==> src/rtl/ipv4hc_pkg.sv <==
// shared types and constants for the ipv4 header length and checksum inserter
`default_nettype none
package ipv4hc_pkg;

  localparam int HDR_BYTES   = 20;
  localparam int HDR_AW      = $clog2(HDR_BYTES);
  localparam int POS_W       = $clog2(HDR_BYTES + 1);
  localparam int SUM_W       = 20;
  localparam int LEN_POS     = 2;
  localparam int CSUM_POS    = 10;
  localparam int QUEUE_DEPTH_DEF = 4;

  typedef logic [POS_W-1:0]  pos_t;
  typedef logic [HDR_AW-1:0] hdr_addr_t;

  localparam pos_t POS_FIRST   = '0;
  localparam pos_t POS_HDR_END = POS_W'(HDR_BYTES - 1);
  localparam pos_t POS_PAYLOAD = POS_W'(HDR_BYTES);

  typedef enum logic [1:0] {
    CMD_DATA = 2'd0,
    CMD_HDR  = 2'd1,
    CMD_ERR  = 2'd2
  } cmd_kind_t;

  // one queue entry: a passthrough byte, a header burst or an oversize error
  typedef struct packed {
    cmd_kind_t   kind;
    logic [7:0]  data;
    logic        last;
    logic [15:0] total_len;
    logic [15:0] csum;
  } cmd_t;

  typedef struct packed {
    logic      en;
    hdr_addr_t addr;
    logic [7:0] data;
  } hdr_wr_t;

endpackage
`default_nettype wire

==> src/rtl/ipv4hc_intf.sv <==
// valid/ready channel interfaces for packet bytes in and out
`default_nettype none
interface ipv4hc_in_if;
  logic        valid;
  logic        ready;
  logic [7:0]  in_byte;
  logic [15:0] payload_length;
  logic        in_last;

  modport source (output valid, output in_byte, output payload_length, output in_last,
                  input ready);
  modport sink (input valid, input in_byte, input payload_length, input in_last,
                output ready);
endinterface

interface ipv4hc_out_if;
  logic       valid;
  logic       ready;
  logic [7:0] out_byte;
  logic       out_last;
  logic       status;

  modport source (output valid, output out_byte, output out_last, output status,
                  input ready);
  modport sink (input valid, input out_byte, input out_last, input status,
                output ready);
endinterface
`default_nettype wire

==> src/rtl/ipv4_header_build_checksum.sv <==
// top level: ipv4 header total length and checksum insertion on a byte stream
// path: a payload byte passes through the queue register and then the output register; the
//   first header byte takes the same path after the transfer of the last header byte
// throughput: payload 1 byte per cycle unless the queue is full or the output stalls;
//   a 20-byte header is played out from the header buffer, and the next header waits for that
// reset: rst_n synchronous, active low, clears control state; header buffer keeps contents
`default_nettype none
module ipv4_header_build_checksum #(
  parameter int QUEUE_DEPTH = ipv4hc_pkg::QUEUE_DEPTH_DEF
) (
  input  logic          clk,
  input  logic          rst_n,
  ipv4hc_in_if.sink     in_ch,
  ipv4hc_out_if.source  out_ch
);
  import ipv4hc_pkg::*;

  logic      q_push;
  cmd_t      q_cmd;
  logic      q_pop;
  cmd_t      q_head;
  logic      q_full;
  logic      q_empty;
  hdr_wr_t   hdr_wr;
  hdr_addr_t rd_addr;
  logic [7:0] rd_data;
  logic      hdr_done;

  ipv4hc_front u_front (
    .clk      (clk),
    .rst_n    (rst_n),
    .in_ch    (in_ch),
    .q_full   (q_full),
    .hdr_done (hdr_done),
    .q_push   (q_push),
    .q_cmd    (q_cmd),
    .hdr_wr   (hdr_wr)
  );

  ipv4hc_hdr_buf #(
    .WIDTH (8),
    .DEPTH (HDR_BYTES)
  ) u_hdr_buf (
    .clk     (clk),
    .wr_en   (hdr_wr.en),
    .wr_addr (hdr_wr.addr),
    .wr_data (hdr_wr.data),
    .rd_addr (rd_addr),
    .rd_data (rd_data)
  );

  ipv4hc_queue #(
    .DEPTH (QUEUE_DEPTH)
  ) u_queue (
    .clk      (clk),
    .rst_n    (rst_n),
    .push     (q_push),
    .push_cmd (q_cmd),
    .pop      (q_pop),
    .head     (q_head),
    .full     (q_full),
    .empty    (q_empty)
  );

  ipv4hc_back u_back (
    .clk      (clk),
    .rst_n    (rst_n),
    .q_head   (q_head),
    .q_empty  (q_empty),
    .q_pop    (q_pop),
    .rd_addr  (rd_addr),
    .rd_data  (rd_data),
    .hdr_done (hdr_done),
    .out_ch   (out_ch)
  );

endmodule
`default_nettype wire

==> src/rtl/ipv4hc_hdr_buf.sv <==
// generic ram: one write port and one registered read port
`default_nettype none
module ipv4hc_hdr_buf #(
  parameter int WIDTH = 8,
  parameter int DEPTH = ipv4hc_pkg::HDR_BYTES
) (
  input  logic                     clk,
  input  logic                     wr_en,
  input  logic [$clog2(DEPTH)-1:0] wr_addr,
  input  logic [WIDTH-1:0]         wr_data,
  input  logic [$clog2(DEPTH)-1:0] rd_addr,
  output logic [WIDTH-1:0]         rd_data
);

  logic [WIDTH-1:0] mem_r [DEPTH];
  logic [WIDTH-1:0] rd_data_r;

  always_ff @(posedge clk) begin
    if (wr_en) begin
      mem_r[wr_addr] <= wr_data;
    end
    rd_data_r <= mem_r[rd_addr];
  end

  assign rd_data = rd_data_r;

endmodule
`default_nettype wire

==> src/rtl/ipv4hc_queue.sv <==
// short command queue between the front and the back
`default_nettype none
module ipv4hc_queue #(
  parameter int DEPTH = ipv4hc_pkg::QUEUE_DEPTH_DEF
) (
  input  logic             clk,
  input  logic             rst_n,
  input  logic             push,
  input  ipv4hc_pkg::cmd_t push_cmd,
  input  logic             pop,
  output ipv4hc_pkg::cmd_t head,
  output logic             full,
  output logic             empty
);
  import ipv4hc_pkg::*;

  localparam int AW = (DEPTH > 1) ? $clog2(DEPTH) : 1;
  localparam int CW = $clog2(DEPTH + 1);
  localparam logic [AW-1:0] PTR_LAST = AW'(DEPTH - 1);
  localparam logic [CW-1:0] CNT_FULL = CW'(DEPTH);

  cmd_t          mem_r [DEPTH];
  logic [AW-1:0] wr_ptr_r, wr_ptr_nxt;
  logic [AW-1:0] rd_ptr_r, rd_ptr_nxt;
  logic [CW-1:0] cnt_r, cnt_nxt;

  assign full  = (cnt_r == CNT_FULL);
  assign empty = (cnt_r == '0);
  assign head  = mem_r[rd_ptr_r];

  always_comb begin
    wr_ptr_nxt = wr_ptr_r;
    rd_ptr_nxt = rd_ptr_r;
    cnt_nxt    = cnt_r;
    if (push) begin
      wr_ptr_nxt = (wr_ptr_r == PTR_LAST) ? '0 : wr_ptr_r + AW'(1);
    end
    if (pop) begin
      rd_ptr_nxt = (rd_ptr_r == PTR_LAST) ? '0 : rd_ptr_r + AW'(1);
    end
    if (push && !pop) begin
      cnt_nxt = cnt_r + CW'(1);
    end else if (pop && !push) begin
      cnt_nxt = cnt_r - CW'(1);
    end
  end

  always_ff @(posedge clk) begin
    if (!rst_n) begin
      wr_ptr_r <= '0;
      rd_ptr_r <= '0;
      cnt_r    <= '0;
    end else begin
      wr_ptr_r <= wr_ptr_nxt;
      rd_ptr_r <= rd_ptr_nxt;
      cnt_r    <= cnt_nxt;
    end
  end

  always_ff @(posedge clk) begin
    if (push) begin
      mem_r[wr_ptr_r] <= push_cmd;
    end
  end

  a_no_push_full: assert property (@(posedge clk) disable iff (!rst_n)
    push |-> !full) else $error("queue push while full");
  a_no_pop_empty: assert property (@(posedge clk) disable iff (!rst_n)
    pop |-> !empty) else $error("queue pop while empty");

endmodule
`default_nettype wire

==> src/rtl/ipv4hc_front.sv <==
// front: takes bytes, buffers the header, sums it and queues commands for the back
`default_nettype none
module ipv4hc_front (
  input  logic                clk,
  input  logic                rst_n,
  ipv4hc_in_if.sink           in_ch,
  input  logic                q_full,
  input  logic                hdr_done,
  output logic                q_push,
  output ipv4hc_pkg::cmd_t    q_cmd,
  output ipv4hc_pkg::hdr_wr_t hdr_wr
);
  import ipv4hc_pkg::*;

  pos_t              pos_r, pos_nxt;
  logic [SUM_W-1:0]  sum_r, sum_nxt;
  logic [15:0]       tot_r, tot_nxt;
  logic              drop_r, drop_nxt;
  logic              busy_r, busy_nxt;

  logic              hdr_phase;
  logic              acc;
  logic [16:0]       tot_full;
  logic [SUM_W-1:0]  sum_base;
  logic [SUM_W-1:0]  term;
  logic [SUM_W-1:0]  sum_add;
  logic              excluded;
  logic [16:0]       fold1;
  logic [15:0]       fold2;

  assign hdr_phase   = !drop_r && (pos_r != POS_PAYLOAD);
  // header bytes wait while the back still reads the previous header
  assign in_ch.ready = !q_full && !(hdr_phase && busy_r);
  assign acc         = in_ch.valid && in_ch.ready;

  assign tot_full = {1'b0, in_ch.payload_length} + 17'(HDR_BYTES);
  assign excluded = (pos_r == POS_W'(LEN_POS))  || (pos_r == POS_W'(LEN_POS + 1)) ||
                    (pos_r == POS_W'(CSUM_POS)) || (pos_r == POS_W'(CSUM_POS + 1));
  assign sum_base = (pos_r == POS_FIRST) ? SUM_W'(tot_full) : sum_r;
  assign term     = pos_r[0] ? SUM_W'(in_ch.in_byte) : SUM_W'({in_ch.in_byte, 8'h00});
  assign sum_add  = excluded ? sum_base : sum_base + term;

  // end-around carry fold, twice
  assign fold1 = {1'b0, sum_add[15:0]} + 17'(sum_add[SUM_W-1:16]);
  assign fold2 = fold1[15:0] + 16'(fold1[16]);

  always_comb begin
    pos_nxt  = pos_r;
    sum_nxt  = sum_r;
    tot_nxt  = tot_r;
    drop_nxt = drop_r;
    busy_nxt = busy_r;
    q_push   = 1'b0;
    q_cmd    = '{kind: CMD_DATA, data: in_ch.in_byte, last: in_ch.in_last,
                 total_len: tot_r, csum: ~fold2};
    hdr_wr   = '{en: 1'b0, addr: pos_r[HDR_AW-1:0], data: in_ch.in_byte};
    if (hdr_done) begin
      busy_nxt = 1'b0;
    end
    if (acc) begin
      priority if (drop_r) begin
        if (in_ch.in_last) begin
          drop_nxt = 1'b0;
          pos_nxt  = POS_FIRST;
          sum_nxt  = '0;
        end
      end else if (pos_r == POS_PAYLOAD) begin
        q_push = 1'b1;
        if (in_ch.in_last) begin
          pos_nxt = POS_FIRST;
          sum_nxt = '0;
        end
      end else if ((pos_r == POS_FIRST) && tot_full[16]) begin
        q_push     = 1'b1;
        q_cmd.kind = CMD_ERR;
        drop_nxt   = !in_ch.in_last;
        tot_nxt    = tot_full[15:0];
        sum_nxt    = '0;
      end else begin
        hdr_wr.en = 1'b1;
        sum_nxt   = sum_add;
        if (pos_r == POS_FIRST) begin
          tot_nxt         = tot_full[15:0];
          q_cmd.total_len = tot_full[15:0];
        end
        if (pos_r == POS_HDR_END) begin
          q_push     = 1'b1;
          q_cmd.kind = CMD_HDR;
          busy_nxt   = 1'b1;
          pos_nxt    = in_ch.in_last ? POS_FIRST : POS_PAYLOAD;
          sum_nxt    = '0;
        end else if (in_ch.in_last) begin
          pos_nxt = POS_FIRST;
          sum_nxt = '0;
        end else begin
          pos_nxt = pos_r + POS_W'(1);
        end
      end
    end
  end

  always_ff @(posedge clk) begin
    if (!rst_n) begin
      pos_r  <= POS_FIRST;
      sum_r  <= '0;
      tot_r  <= '0;
      drop_r <= 1'b0;
      busy_r <= 1'b0;
    end else begin
      pos_r  <= pos_nxt;
      sum_r  <= sum_nxt;
      tot_r  <= tot_nxt;
      drop_r <= drop_nxt;
      busy_r <= busy_nxt;
    end
  end

  a_no_write_busy: assert property (@(posedge clk) disable iff (!rst_n)
    hdr_wr.en |-> !busy_r) else $error("header written while back reads it");
  a_hdr_at_end: assert property (@(posedge clk) disable iff (!rst_n)
    (q_push && q_cmd.kind == CMD_HDR) |-> (pos_r == POS_HDR_END))
    else $error("header burst queued before full header");

endmodule
`default_nettype wire

==> src/rtl/ipv4hc_back.sv <==
// back: plays out queued commands into the output register
`default_nettype none
module ipv4hc_back (
  input  logic                  clk,
  input  logic                  rst_n,
  input  ipv4hc_pkg::cmd_t      q_head,
  input  logic                  q_empty,
  output logic                  q_pop,
  output ipv4hc_pkg::hdr_addr_t rd_addr,
  input  logic [7:0]            rd_data,
  output logic                  hdr_done,
  ipv4hc_out_if.source          out_ch
);
  import ipv4hc_pkg::*;

  localparam hdr_addr_t ADDR_LAST = HDR_AW'(HDR_BYTES - 1);

  hdr_addr_t  cnt_r, cnt_nxt;
  logic       out_valid_r, out_valid_nxt;
  logic [7:0] out_byte_r, out_byte_nxt;
  logic       out_last_r, out_last_nxt;
  logic       out_status_r, out_status_nxt;
  logic       slot_free;
  logic [7:0] hdr_byte;

  assign slot_free = !out_valid_r || out_ch.ready;
  // buffer read is registered, so fetch the byte for the next cycle
  assign rd_addr   = cnt_nxt;

  // length and checksum fields replace the buffered bytes
  always_comb begin
    priority if (cnt_r == HDR_AW'(LEN_POS)) begin
      hdr_byte = q_head.total_len[15:8];
    end else if (cnt_r == HDR_AW'(LEN_POS + 1)) begin
      hdr_byte = q_head.total_len[7:0];
    end else if (cnt_r == HDR_AW'(CSUM_POS)) begin
      hdr_byte = q_head.csum[15:8];
    end else if (cnt_r == HDR_AW'(CSUM_POS + 1)) begin
      hdr_byte = q_head.csum[7:0];
    end else begin
      hdr_byte = rd_data;
    end
  end

  always_comb begin
    cnt_nxt        = cnt_r;
    out_valid_nxt  = out_valid_r;
    out_byte_nxt   = out_byte_r;
    out_last_nxt   = out_last_r;
    out_status_nxt = out_status_r;
    q_pop          = 1'b0;
    hdr_done       = 1'b0;
    if (slot_free && !q_empty) begin
      out_valid_nxt = 1'b1;
      unique case (q_head.kind)
        CMD_DATA: begin
          out_byte_nxt   = q_head.data;
          out_last_nxt   = q_head.last;
          out_status_nxt = 1'b0;
          q_pop          = 1'b1;
        end
        CMD_ERR: begin
          out_byte_nxt   = 8'h00;
          out_last_nxt   = 1'b1;
          out_status_nxt = 1'b1;
          q_pop          = 1'b1;
        end
        CMD_HDR: begin
          out_byte_nxt   = hdr_byte;
          out_last_nxt   = q_head.last && (cnt_r == ADDR_LAST);
          out_status_nxt = 1'b0;
          if (cnt_r == ADDR_LAST) begin
            cnt_nxt  = '0;
            q_pop    = 1'b1;
            hdr_done = 1'b1;
          end else begin
            cnt_nxt = cnt_r + HDR_AW'(1);
          end
        end
        default: begin
          out_valid_nxt = 1'b0;
          q_pop         = 1'b1;
        end
      endcase
    end else if (out_ch.ready) begin
      out_valid_nxt = 1'b0;
    end
  end

  always_ff @(posedge clk) begin
    if (!rst_n) begin
      cnt_r       <= '0;
      out_valid_r <= 1'b0;
    end else begin
      cnt_r       <= cnt_nxt;
      out_valid_r <= out_valid_nxt;
    end
  end

  always_ff @(posedge clk) begin
    out_byte_r   <= out_byte_nxt;
    out_last_r   <= out_last_nxt;
    out_status_r <= out_status_nxt;
  end

  assign out_ch.valid    = out_valid_r;
  assign out_ch.out_byte = out_byte_r;
  assign out_ch.out_last = out_last_r;
  assign out_ch.status   = out_status_r;

  a_done_on_hdr: assert property (@(posedge clk) disable iff (!rst_n)
    hdr_done |-> (q_pop && q_head.kind == CMD_HDR)) else $error("burst end without header");
  a_err_is_last: assert property (@(posedge clk) disable iff (!rst_n)
    (out_valid_r && out_status_r) |-> (out_last_r && out_byte_r == 8'h00))
    else $error("error result not a lone final result");

endmodule
`default_nettype wire
==> src/flat_wrapper.sv <==
// flat-port wrapper written by rule: the top's interface ports become plain ports
module ipv4_header_build_checksum_flat import ipv4hc_pkg::*;
#(
  parameter int QUEUE_DEPTH = ipv4hc_pkg::QUEUE_DEPTH_DEF
)
  (clk, rst_n, in_ch_valid, in_ch_in_byte, in_ch_payload_length, in_ch_in_last, in_ch_ready, out_ch_valid, out_ch_out_byte, out_ch_out_last, out_ch_status, out_ch_ready);
  ipv4hc_in_if in_ch_i ();
  ipv4hc_out_if out_ch_i ();
  input  logic clk;
  input  logic rst_n;
  input wire logic [$bits(in_ch_i.valid)-1:0] in_ch_valid;
  input wire logic [$bits(in_ch_i.in_byte)-1:0] in_ch_in_byte;
  input wire logic [$bits(in_ch_i.payload_length)-1:0] in_ch_payload_length;
  input wire logic [$bits(in_ch_i.in_last)-1:0] in_ch_in_last;
  output wire logic [$bits(in_ch_i.ready)-1:0] in_ch_ready;
  output wire logic [$bits(out_ch_i.valid)-1:0] out_ch_valid;
  output wire logic [$bits(out_ch_i.out_byte)-1:0] out_ch_out_byte;
  output wire logic [$bits(out_ch_i.out_last)-1:0] out_ch_out_last;
  output wire logic [$bits(out_ch_i.status)-1:0] out_ch_status;
  input wire logic [$bits(out_ch_i.ready)-1:0] out_ch_ready;
  assign in_ch_i.valid = in_ch_valid;
  assign in_ch_i.in_byte = in_ch_in_byte;
  assign in_ch_i.payload_length = in_ch_payload_length;
  assign in_ch_i.in_last = in_ch_in_last;
  assign in_ch_ready = in_ch_i.ready;
  assign out_ch_valid = out_ch_i.valid;
  assign out_ch_out_byte = out_ch_i.out_byte;
  assign out_ch_out_last = out_ch_i.out_last;
  assign out_ch_status = out_ch_i.status;
  assign out_ch_i.ready = out_ch_ready;
  ipv4_header_build_checksum #(.QUEUE_DEPTH(QUEUE_DEPTH)) u_core (.clk(clk), .rst_n(rst_n), .in_ch(in_ch_i), .out_ch(out_ch_i));
endmodule
==> config.mk <==
export PLATFORM = sky130hd
export DESIGN_NAME = ipv4_header_build_checksum_flat
export DESIGN_NICKNAME = d
export VERILOG_FILES = /design/src/rtl/ipv4hc_pkg.sv /design/src/rtl/ipv4hc_intf.sv /design/src/rtl/ipv4_header_build_checksum.sv /design/src/rtl/ipv4hc_hdr_buf.sv /design/src/rtl/ipv4hc_queue.sv /design/src/rtl/ipv4hc_front.sv /design/src/rtl/ipv4hc_back.sv /design/src/flat_wrapper.sv
export SDC_FILE = /design/constraint.sdc
export NUM_CORES = 1
export LEC_CHECK = 0
export ABC_AREA = 1
export BUFFER_PORTS_ARGS = -buffer_cell sky130_fd_sc_hd__buf_2
export CORE_AREA = 2 2 247 249
export CTS_BUF_LIST = sky130_fd_sc_hd__clkbuf_2
export CTS_CLUSTER_DIAMETER = 60
export DETAILED_ROUTE_END_ITERATION = 10
export DIE_AREA = 0 0 249 251
export RECOVER_POWER = 25
export SLEW_MARGIN = 30
export SYNTH_ARGS = -nofsm -noshare
export SYNTH_HDL_FRONTEND = slang
export SYNTH_SLANG_ARGS = --single-unit
==> constraint.sdc <==
create_clock -name clk -period 8.85 [get_ports clk]
set_input_delay 0.885 -clock clk [delete_from_list [all_inputs] [get_ports clk]]
set_output_delay 0.885 -clock clk [all_outputs]
set_load 0.05 [all_outputs]
# ---- Yosys cells after proc, flatten, opt, wreduce, memory -nomap -nowiden
# Memories as Yosys holds them, arrays and structs flattened. A register that Yosys moved wholly into a read port is not among the register bits.
# Cells that the tools add are included.
# W data, S select, Z words.
dict set report word_totals {
  ff_bits 66
  mem_bits_rw 332
  in_bits 29
  out_inout_bits 12
  wordCells 154
  memories 2
}
# name words width read_ports rd_clocked_by_memory_dff wr line_no
set memory_table {}
lappend memory_table {u_core.u_queue.mem_r 4 43 1 1 1 ipv4hc_queue.sv:22} ;# cmd_t mem_r [DEPTH];
lappend memory_table {u_core.u_hdr_buf.mem_r 20 8 1 1 1 ipv4hc_hdr_buf.sv:15} ;# logic [WIDTH-1:0] mem_r [DEPTH];
dict set report classes {
  addsub 10
  eq_ne 18
  n_mux 74
  n_bitwise 3
  n_reduce_logical 34
}
# op n
set ops {}
lappend ops {{$mux W20} 8}
lappend ops {{$mux W16} 7}
lappend ops {{$mux W5} 10}
lappend ops {{$mux W1} 32}
lappend ops {{$mux W8} 4}
lappend ops {{$pmux W8 S3} 1}
lappend ops {{$add A20 B16 Y20} 1}
lappend ops {{$eq A5 B2 Y1 const B} 4}
lappend ops {{$eq A5 B4 Y1 const B} 4}
lappend ops {{$add A16 B4 Y17} 1}
lappend ops {{$add A16 B5 Y17 const B} 1}
lappend ops {{$add A16 B1 Y16} 1}
lappend ops {{$mux W2} 8}
lappend ops {{$not A16 Y16} 1}
lappend ops {{$eq A5 B5 Y1 const B} 3}
lappend ops {{$add A5 B1 Y5 const B} 2}
lappend ops {{$logic_and A1 B1 Y1} 9}
lappend ops {{$logic_not A1 Y1} 8}
lappend ops {{$eq A2 B2 Y1 const B} 3}
lappend ops {{$mux W3} 2}
lappend ops {{$reduce_and A2 Y1} 3}
lappend ops {{$reduce_bool A2 Y1} 3}
lappend ops {{$logic_not A5 Y1} 1}
lappend ops {{$ne A5 B5 Y1 const B} 1}
lappend ops {{16 further kinds} 21}

# ---- Longest topological paths before layout
dict set report depth {
  ltp_word 11
  ltp_mapped 49
  mapped_depth_nobuf 47
}

# ---- Cells and area by module
# From an unflattened synthesis, not the netlist that was laid out.
dict set report hier_totals {
  hier_cells 2150
  hier_area_um2 20104.3
}
# mod instances cells_each area_each_um2 seq_area_each_um2
set by_module_without_submodules {}
lappend by_module_without_submodules {ipv4hc_queue 1 474 6812.8 5345.1}
lappend by_module_without_submodules {ipv4hc_hdr_buf 1 565 6734.0 4964.8}
lappend by_module_without_submodules {ipv4hc_front 1 891 5178.7 860.8}
lappend by_module_without_submodules {ipv4hc_back 1 220 1378.8 420.4}

# ---- Worst setup path after synthesis
# Ideal clock, no wire load.
dict set report synth_path {
  path_kind {reg2reg}
  from {register u_core.u_front.pos_r[0]}
  to {memory u_core.u_queue.mem_r[0][15] (netlist name) (data pin)}
  setup_time_ns 0.265
  t_arrival_ns 6.211
  required_ns 8.585
  slack_ns 2.374
  path_stages_with_launch 50
  n_path_buf 4
  period_less_slack_ns 6.476
  cell_sequence {dfxtp_1 > clkbuf_1 > inv_1 > ha_1 > nand3_4 > inv_4 > buf_6 > buf_6 > buf_2 > o21ai_0 > inv_1 > ha_1 > fa_1 > nand3_1 > nand2_1 > nand2_1 > nand2_1 > nand3_1 > [... 14 more ...] > nor2_1 > nand3_1 > nor2_1 > nand3_1 > nor2_1 > ha_1 > nand3_1 > or2_2 > nor2_1 > nand3_1 > nor2_2 > nand2_2 > nor2_4 > nand3_2 > nor2_4 > nand2_1 > nand2_1 > nand2_1}
}
# item line_no
set synth_lines {}
lappend synth_lines {{start: declaration} ipv4hc_front.sv:15} ;# pos_t pos_r, pos_nxt;
lappend synth_lines {{start signal: assignment} ipv4hc_front.sv:110} ;# pos_r <= pos_nxt;
lappend synth_lines {{end: declaration} ipv4hc_queue.sv:22}

==> results.toml <==
[pwr]
totalPowerFinal_w = 0.005851
vdd.ir_drop.worst_v = 0.0001141
p_leak_nw = 8.563
pwr_density_cell_nw_per_um2 = 271.3

[yosys]
netlist.area_leader.share_pct = 52.53
synth_seq_cells = 408
syn_avg_cell_area_um2 = 9.909
yosysSeqAreaShare_pct = 59.29
synth_nets = 2045
syn_area_um2 = 19550
yosys.area.top_type = "edfxtp_1"
synthFlopType = "edfxtp_1"
async_flop_share_pct = 0
synthCells = 1973
yosysWarnings = 0
synth.distinct_cells = 58
synth_edf_count = 342
synth_area_leaders = "edfxtp_1, nand2_1, dfxtp_1"

[cts]
htree_levels = 3
clk_pin_slew_worst_paths_ns = 0.09
cts.sinks = 408
cts_buffer_depth = 3
cts_hold_buf = 0
cts_made_buffers = 104
worstSkewPairLatency_ns = 1.10
post_cts_resized = 0
post_cts_buffers = 0
cts_tree = "yes"
cts_root_buffer = "clkbuf_2"

[routing]
wl_per_cell_um = 17.84
wl_met1_um = 23400
drc = 0
first_iter_violations = 1336
viasPerCell = 5.040
highest_layer = "met4"
wl_met2_um = 24020
vias = 14700
wl_met3_um = 3554
wl_um = 52030
drtAntennaViolNets = 0
first_pass_iters = 5

[sta]
hold_violations = 0
finClkSkew_ns = 0.09095
slew_violations = 80
min_period_over_period_pct = 85.10
worst_pin_slew_ns = 1.546
fin_crit_ns = 7.532
rsz0062_at_grt = "no"
setup_violations = 0
fin_setup_tns_ns = 0
relSlewSlack_pct = -3.045
timing.fmax_ghz = 0.1328

[finish]
final_nets = 2118
design_area_um2 = 21570
drive_gt1_share_pct = 14.37
area_delta_synth_final_pct = 10.32

[setup_path]
end_kind = "flop"
cp_max_fo = 32
cp_slowest_stage_delay_ns = 0.84
cp_num_cells = 43
ff2ff_path_depth = 43
cp_data_arrival_time_ns = 8.43
critPathTopFamily = "simple AND/OR/NAND/NOR gates"
worstPathBufferInverterCount = 6
slowest_stage = "dfxtp_1"
crit_type = "reg -> reg"
worstSetupStartpointType = "flop"
critPathRequiredTime_ns = 9.75

[global_route]
grt_pass1_wl_um = 79920
gr-total-overflow = 0
grt_pass1_vias = 14180
antenna_found_initial = 2
track_usage_pct = 16.48
grt_max_degree = 82

[status]
violations = "capacitance limit, slew limit"
status = "complete, but fails checks"

[hold_path]
hold_depth = 4
hold_path.class = "in -> reg"

[floorplan]
core_um2 = 59790
die_h_um = 251
rows = 90
ios = 41
fp.dieW_um = 249
dieArea_um2 = 62500
start_util_pct = 32.70

[run]
cap_violations = 4

[placement]
port_buffers = 40
place_area_um2 = 20510
place.gp.congestion = 0.9100
dp_hpwl_um = 33880
==> cell usage after synthesis, types with 12 or more instances <==
master    number
nand2_1      378
nor2_1       147
a32o_1        23
nand3_1      108
inv_2         16
nand4_1       19
edfxtp_1     342
dfxtp_1       66
o22ai_1       12
inv_1        236
o221ai_1      16
o21ai_0      151
buf_2         13
clkbuf_1      65
a31oi_1       29
xor2_1        12
a21oi_1      125
o211ai_1      43
ha_1          40
==> cell type report <==
class | count | area (um2)
repair buffers | 55 | 301.5
multi-input cells | 1222 | 6671
clock buffers | 160 | 800.8
well taps | 782 | 978.4
flip-flops and latches | 408 | 11590
clock inverters | 30 | 255.2
diodes | 4 | 10.01
inverters | 255 | 959.7
fillers | 6020 | 38230
==> layer usage <==
metal	track usage (%)	up-vias
met1	22.22	7028
met5	0	-
met2	26.42	497
met3	3.510	78
met4	5.437	0
li1	-	7093
==> flip-flops by register name, summed over array words and instances, names as in the netlist, named ones only <==
register / flops
u_core.u_back.cnt_r: 5
u_core.u_back.out_ch.out_byte: 8
u_core.u_back.out_ch.out_last: 1
u_core.u_back.out_ch.status: 1
u_core.u_back.out_ch.valid: 1
u_core.u_front.busy_r: 1
u_core.u_front.drop_r: 1
u_core.u_front.pos_r: 5
u_core.u_front.sum_r: 20
u_core.u_front.tot_r: 16
u_core.u_hdr_buf.mem_r: 160
u_core.u_hdr_buf.rd_data: 8
u_core.u_queue.cnt_r: 3
u_core.u_queue.mem_r: 172
u_core.u_queue.rd_ptr_r: 2
u_core.u_queue.wr_ptr_r: 2
==> where the power goes <==
group | switching (W) | internal, W
logic | 0.00148 | 0.000564
registers | 0.0000963 | 0.00231
clock network | 0.000776 | 0.000627
==> worst paths after layout <==
| path | start | to | slack, ns |
|---|---|---|---|
| min reg2reg | u_core.u_front.tot_r[3] | u_core.u_front.tot_r[3] | 0.48 |
| max | u_core.u_front.pos_r[0] | u_core.u_queue.mem_r[1][13] | 1.32 |
| max reg2reg | u_core.u_front.pos_r[0] | u_core.u_queue.mem_r[1][13] | 1.32 |
| min | out_ch_ready | u_core.u_back.out_ch.valid | 0.19 |
==> cell usage in the layout, fill, tap and decap left out, types with 12 or more instances in the layout <==
master,count
inv_2,19
a31oi_1,29
o22ai_1,12
o21ai_0,151
nor2_1,142
clkinv_1,18
dfxtp_1,65
a32o_1,23
a21oi_1,125
ha_1,40
o211ai_1,43
clkbuf_2,160
nand4_1,19
edfxtp_1,342
nand2_1,378
buf_2,31
nand3_1,108
buf_4,15
xor2_1,12
inv_1,235
o221ai_1,16
==> per-stage QoR <==
step	util [%]	hold slack [ns]	cells	setup slack, ns
after floorplan	-	0.4392	1973	2.374
after global placement	34.30	0.4587	2722	1.631
after detailed placement	34.30	0.4608	2722	1.403
after CTS	36.07	0.002986	2912	1.396
after global routing	36.07	0.05482	2915	0.5000
final	36.07	0.1932	2916	1.318
==> tightest hold or removal path: cells and delay by family <==
kind | cells | cell delay, ns
buffers and inverters | 1 | 0.07
and+or+nand+nor | 3 | 0.25
==> kinds of logic after synthesis <==
logic type                 after synthesis  share of synthesized area, %
and+or+nand+nor                        707                         15.82
buffers and inverters                  343                         6.854
DFF                                    408                         59.29
muxes                                    8                        0.4608
AOI/OAI and AO/OA                      445                         13.86
adders and majority gates               43                         2.867
xor gates and xnor gates                19                        0.8511
Note: power is estimated with default switching activity, not from simulation.
